### config.mk
export PLATFORM = sky130hd
export DESIGN_NAME = dpbp_queue
export DESIGN_NICKNAME = d
export VERILOG_FILES = /design/src/hw/rtl/dpbp_pkg.sv /design/src/hw/rtl/dpbp_queue.sv
export SDC_FILE = /design/constraint.sdc
export NUM_CORES = 1
export LEC_CHECK = 0
export ABC_AREA = 1
export BUFFER_PORTS_ARGS = -buffer_cell sky130_fd_sc_hd__buf_2
export CORE_MARGIN = 3
export CORE_UTILIZATION = 50
export DETAILED_ROUTE_END_ITERATION = 8
export GPL_ROUTABILITY_DRIVEN = 0
export PLACE_DENSITY = 0.82
export SYNTH_ARGS = -nofsm -noshare
export SYNTH_HDL_FRONTEND = slang
export SYNTH_SLANG_ARGS = --single-unit
### constraint.sdc
create_clock -name i_clk -period 8.68 [get_ports i_clk]
set_input_delay 2.17 -clock i_clk [delete_from_list [all_inputs] [get_ports i_clk]]
set_output_delay 2.17 -clock i_clk [all_outputs]
set_load 0.02 [all_outputs]
### src/hw/rtl/dpbp_pkg.sv
// ============================================================================
// dpbp_pkg: shared types and constants for depth pixel back-projection
// Pixel and point payloads, configuration layout, width helper functions.
// ============================================================================
package dpbp_pkg;

    localparam int COORD_BITS_DEF = 12;
    localparam int COL_W          = 12;
    localparam int DEPTH_W        = 16;
    localparam int COLOR_W        = 8;
    localparam int COEF_W         = 32;
    localparam int RECIP_W        = 32;
    localparam int DQ_W           = 32;   // metric depth, unsigned Q16.16
    localparam int PNT_W          = 32;
    localparam int CFG_DATA_W     = 64;
    localparam int CFG_IDX_W      = 3;
    localparam int QUEUE_DEPTH    = 4;

    localparam logic [RECIP_W-1:0] RECIP_RESET = 32'd16777216;

    typedef enum logic [CFG_IDX_W-1:0] {
        CFG_ROW0,
        CFG_ROW1,
        CFG_ROW2,
        CFG_COL2,
        CFG_COL2_TX,
        CFG_TRANS_YZ,
        CFG_RECIP
    } t_cfg_idx;

    typedef struct packed {
        logic [COL_W-1:0]   col;
        logic [COL_W-1:0]   row;
        logic [DEPTH_W-1:0] depth_raw;
        logic [COLOR_W-1:0] blue_in;
        logic [COLOR_W-1:0] green_in;
        logic [COLOR_W-1:0] red_in;
    } t_pix;

    typedef struct packed {
        logic signed [PNT_W-1:0] point_x;
        logic signed [PNT_W-1:0] point_y;
        logic signed [PNT_W-1:0] point_z;
        logic [COLOR_W-1:0]      red_out;
        logic [COLOR_W-1:0]      green_out;
        logic [COLOR_W-1:0]      blue_out;
    } t_pnt;

    // a[row][col] signed Q3.28, t[axis] signed Q16.16, recip unsigned Q0.32
    typedef struct packed {
        logic [2:0][2:0][COEF_W-1:0] a;
        logic [2:0][PNT_W-1:0]       t;
        logic [RECIP_W-1:0]          recip;
    } t_cfg;

    // pixel coordinate bits actually used
    function automatic int coord_w(input int cb);
        return (cb < COL_W) ? cb : COL_W;
    endfunction

    // width of a*u + b*v + c, exact
    function automatic int sum_w(input int cb);
        return COEF_W + coord_w(cb) + 2;
    endfunction

    // queue entry: {rgb, s2, s1, s0, depth}
    function automatic int entry_w(input int cb);
        return DQ_W + 3 * sum_w(cb) + 3 * COLOR_W;
    endfunction

endpackage

### src/hw/rtl/dpbp_queue.sv
// ============================================================================
// dpbp_queue: decoupling queue
// Small show-ahead FIFO between the front and back pipelines.
// ============================================================================
module dpbp_queue import dpbp_pkg::*; #(
    parameter int WIDTH = entry_w(COORD_BITS_DEF),
    parameter int DEPTH = QUEUE_DEPTH
) (
    input  logic             i_clk,
    input  logic             i_rst_n,
    input  logic             i_push,
    input  logic [WIDTH-1:0] i_data,
    output logic             o_full,
    input  logic             i_pop,
    output logic [WIDTH-1:0] o_data,
    output logic             o_empty
);

    localparam int PTR_W = (DEPTH > 1) ? $clog2(DEPTH) : 1;
    localparam int CNT_W = $clog2(DEPTH + 1);

    logic [WIDTH-1:0] r_mem [DEPTH];
    logic [PTR_W-1:0] r_wr;
    logic [PTR_W-1:0] r_rd;
    logic [CNT_W-1:0] r_cnt;
    logic [PTR_W-1:0] n_wr;
    logic [PTR_W-1:0] n_rd;
    logic [CNT_W-1:0] n_cnt;

    assign n_wr  = (r_wr == PTR_W'(DEPTH - 1)) ? '0 : r_wr + 1'b1;
    assign n_rd  = (r_rd == PTR_W'(DEPTH - 1)) ? '0 : r_rd + 1'b1;
    assign n_cnt = r_cnt + CNT_W'(i_push) - CNT_W'(i_pop);

    always_ff @(posedge i_clk) begin
        if (!i_rst_n) begin
            r_wr  <= '0;
            r_rd  <= '0;
            r_cnt <= '0;
        end else begin
            if (i_push) begin
                r_wr <= n_wr;
            end
            if (i_pop) begin
                r_rd <= n_rd;
            end
            r_cnt <= n_cnt;
        end
    end

    always_ff @(posedge i_clk) begin
        if (i_push) begin
            r_mem[r_wr] <= i_data;
        end
    end

    assign o_full  = (r_cnt == CNT_W'(DEPTH));
    assign o_empty = (r_cnt == '0);
    assign o_data  = r_mem[r_rd];

`ifndef ASSERT_OFF
    a_no_overflow: assert property (@(posedge i_clk) disable iff (!i_rst_n)
        !(i_push && o_full))
        else $error("queue write while full");
    a_no_underflow: assert property (@(posedge i_clk) disable iff (!i_rst_n)
        !(i_pop && o_empty))
        else $error("queue read while empty");
    a_cnt_bound: assert property (@(posedge i_clk) disable iff (!i_rst_n)
        r_cnt <= CNT_W'(DEPTH))
        else $error("queue count beyond depth");
`endif

endmodule

## Word-level counts from Yosys, hierarchy flattened

Memories as Yosys holds them, arrays and structs flattened. A register that Yosys moved wholly into a read port is not among the register bits.
Index checks and enable logic that the tools add are counted.

| word-level totals | value |
|---|---|
| flip-flop bits (word level) | 7 |
| latch bits | 0 |
| RAM bits | 776 |
| memory bits (read-only) | 0 |
| output and inout port bits | 196 |
| word-level logic and storage cells | 18 |
| memories | 1 |

| operators by class | value |
|---|---|
| add/subtract/negate cells | 4 |
| $mul | 0 |
| divide/modulo/power cells | 0 |
| order comparisons | 0 |
| eq/ne operators | 3 |
| shift-type cells | 0 |
| multiplexer cells | 6 |
| bitwise operators | 0 |
| reductions and logical operators | 1 |

Memory list:

| memory | depth | width | read ports | clocked after Yosys merged registers in | wr ports | RTL line | RTL |
|---|---|---|---|---|---|---|---|
| r_mem | 4 | 194 | 1 | 1 | 1 | dpbp_queue.sv:22 | `logic [WIDTH-1:0] r_mem [DEPTH];` |

Operators with widths:

| kind | number |
|---|---|
| two-way mux 2 bit | 4 |
| adder 2 x 1 -> 2 bit (second input constant) | 2 |
| equality test 2 bit (second input constant) | 2 |
| adder 3 x 1 -> 3 bit | 1 |
| equality test 3 bit (second input constant) | 1 |
| logical NOT 3 bit | 1 |
| subtractor 3 x 1 -> 3 bit | 1 |
| two-way mux 1 bit | 2 |

## Longest topological paths before layout

| logic depth | value |
|---|---|
| word-level depth | 4 |
| mapped depth | 9 |
| mapped depth without buffers | 9 |

## Least setup slack after synthesis

OpenSTA, ideal clock, no wires.

| path | value |
|---|---|
| kind | in2reg |
| from | in i_push |
| to | mem r_mem[3][0] (netlist bit), enable pin |
| library setup time | 0.546 ns |
| arrival | 5.933 ns |
| setup slack | 2.201 ns |
| stages | 2 |
| path buffers | 0 |
| path through | nand2_1 inv_1 |

| on the way | value |
|---|---|
| cells in the longest elaborated chain, start to end | 2 |

Ends and longest elaborated chain:

| what | RTL line | RTL |
|---|---|---|
| from (decl) | dpbp_queue.sv:11 | `input logic i_push,` |
| two-way mux 1 bit | dpbp_queue.sv:51 | `if (i_push) begin` |
| two-way mux 1 bit (not written as such) | dpbp_queue.sv:52 | `r_mem[r_wr] <= i_data;` |
| to (decl) | dpbp_queue.sv:22 |  |

Every way passes these cells.

==> flow_summary.yaml <==
setup_path:
  cp-start-kind: "flip-flop"
  slowest_delay_ns: 0.85
  crit_path_cell_trace: "buf_12, nand2_1, o211ai_1, nand2_1, buf_2"
  worstSetupPathType: "flip-flop to output pin"
  crit_arrival_ns: 2.98
  required_ns: 6.51
  crit_slowest_cell: "dfxtp_4"
  cp_max_fo: 225
  crit_path_frequent_cell: "nand2_1"
  end_kind: "output pin"
synthesis:
  synth_area_per_cell_sq_um: 13.2
  synthesis.nets: 2530
  synth_seq_cells: 785
  synth-main-ff-cell: "edfxtp_1"
  yosysTopAreaCellShare: 0.758
  netlist_area_sq_um: 30700
  synth-edff-count: 776
  seq_area_frac_synth: 0.764
  synth_common_cells: "edfxtp_1 (776), inv_1 (404), nand2_1 (399)"
  synth_cells: 2324
  yosys.area.top_type: "edfxtp_1"
  netlist_top_cells_area: "edfxtp_1 (76%), inv_1 (4.9%), nand2_1 (4.9%)"
  synthMostInstantiatedCell: "edfxtp_1"
  yosysWarnings: 0
  synth.distinct_cells: 17
  async_reset_ff_frac: 0
global_route:
  grt_pass1_vias: 18869
  antenna_found_initial: 24
  grt_use_met3: 0.0669
  use_met2: 0.334
  grt_use_total: 0.193
  grtUsageMet1: 0.224
  top_usage_layer: "met2"
  grt_pass1_wl_mm: 97.5
  overflow: 0
  grt_max_degree: 226
power_and_ir_drop:
  ir_drop_v: 0.000234
  finalPower_mw: 8.70
  leakage_nw: 14.0
  power_density_nw_per_um2: 243
placed_design:
  io_buffers: 393
  dpl_cell_area_sq_um: 33200
  post-dp-hpwl_mm: 37.3
timing:
  relSlewSlack: 0.246
  worst_slew_pin_slew_ns: 1.13
  timing.fmax_ghz: 0.194
  setup_tns_ns: 0
  fin_skew_ns: 0.0155
  rsz0062_at_grt: "no"
  finalCritPeriodShare: 0.593
  finalHoldViolCount: 0
  drv_slew: 0
  layout_min_cycle_time_ns: 5.15
  setup_viol: 0
clocking:
  insertion_delay_ns: 0.60
  postCtsHoldBufs: 0
  cts.reportedPaths.clkPinSlew_ns: 0.06
  cts_buffers: 80
  post_cts_buffers: 0
  clkSinkCount: 785
  cts-root-buf: "clkbuf_16"
  cts_tree: "done"
  htreeDepth: 3
  clockBufferDepth: 3
  cts_resized: 0
route:
  via_per_inst: 5.27
  drt-initial-drc-count: 1194
  ant_nets: 0
  remaining_drc_errors: 0
  wl_per_cell_um: 18.1
  vias: 18679
  drt-total-wl_mm: 64.0
  drt_first_pass_iters: 6
cells_and_area:
  area_growth_pct: 16.7
  nets: 2891
  drive_above_1_share: 0.193
  multiInputGateArea_sq_um: 5080
  register_area_sq_um: 23500
  design_area_sq_um: 35900
  nFillCells: 4446
floorplan:
  fp.dieH_um: 254
  die_w_um: 254
  die_area_sq_um: 64500
  row_count: 90
  num_io_pins: 394
  initial_core_util: 0.507
  coreArea_sq_um: 60600
status:
  outcome: "complete, no violations"
hold_path:
  hold_class: "flip-flop to flip-flop"
flow_run:
  maxCapViolCount: 0
==> state kept, by name, summed over array words and instances (netlist names), named ones only <==
register	count
r_cnt	3
r_wr	2
r_mem	776
r_rd	2
==> per-stage QoR <==
| step | worst slack [ns] | utilization | hold slack, ns | instances |
|---|---|---|---|---|
| final | 3.53 | 0.592 | 0.543 | 3543 |
| after global routing | 3.38 | 0.592 | 0.575 | 3531 |
| after CTS | 3.55 | 0.591 | 0.542 | 3525 |
| after detailed placement | 4.17 | 0.549 | 0.514 | 3385 |
| after global placement | 4.19 | 0.549 | 0.493 | 3385 |
| after floorplan | 2.20 | - | 0.489 | 2324 |
==> critical path, delay by kind of cell, from the launching register on <==
family	cells	cell delay, ns
flip-flops	1	0.85
buffers and inverters	2	0.66
AND/OR/NAND/NOR	2	0.28
AO/OA/AOI/OAI	1	0.13
==> area by class of cell <==
class | count | area share
Sequential cell | 785 | 0.655
Multi-Input combinational cell | 1006 | 0.141
Tap cell | 782 | 0.0273
Timing Repair Buffer | 408 | 0.0597
Clock inverter | 48 | 0.0148
Clock buffer | 92 | 0.0576
Inverter | 404 | 0.0431
Antenna cell | 18 | 0.00126
==> routing by layer <==
| layer | share of wire | wire [um] | vias to the layer above |
|---|---|---|---|
| met5 | 0.0023 | 145 | - |
| met4 | 0.020 | 1310 | 24 |
| met3 | 0.090 | 5750 | 120 |
| met2 | 0.50 | 32000 | 577 |
| met1 | 0.39 | 24800 | 9097 |
| li1 | - | - | 8861 |
==> path summary, 6_finish.rpt <==
| kind | start | endpoint | slack, ns | cells after the start |
|---|---|---|---|---|
| max | flip-flop | o_data[84] | 3.53 | 5 |
| min | r_rd[1] | flip-flop | 0.54 | 2 |
| max reg2reg | r_wr[0] | r_mem[0][126] | 5.91 | 5 |
| min reg2reg | r_rd[1] | flip-flop | 0.54 | 2 |
==> layout by cell type, fill, tap and decap left out, drive strengths merged, types with 18 or more instances in the layout <==
| cell type | netlist | final |
|---|---|---|
| a21oi | 196 | 196 |
| buf | 115 | 408 |
| clkbuf | 14 | 92 |
| clkinv | 0 | 32 |
| diode | 0 | 18 |
| edfxtp | 776 | 776 |
| inv | 404 | 410 |
| nand2 | 399 | 399 |
| o211ai | 194 | 194 |
| o21ai | 197 | 197 |
==> where the power goes <==
part / total (mW) / switching (mW) / internal (mW)
Sequential: 4.40 / 0.0539 / 4.35
Combinational: 0.926 / 0.664 / 0.261
Clock: 3.38 / 1.39 / 1.99
Total: 8.70 / 2.11 / 6.60
==> kinds of logic (layout without fill, tap and decap cells) <==
logic type | Yosys count | after routing | synth area share
other cells | 0 | 18 | 0
flops | 785 | 785 | 0.764
simple gates | 411 | 411 | 0.0503
fa+ha+maj | 8 | 8 | 0.00350
buf+inv | 533 | 952 | 0.0709
compound gates | 587 | 587 | 0.111
Note: power is estimated with default switching activity, not from simulation.
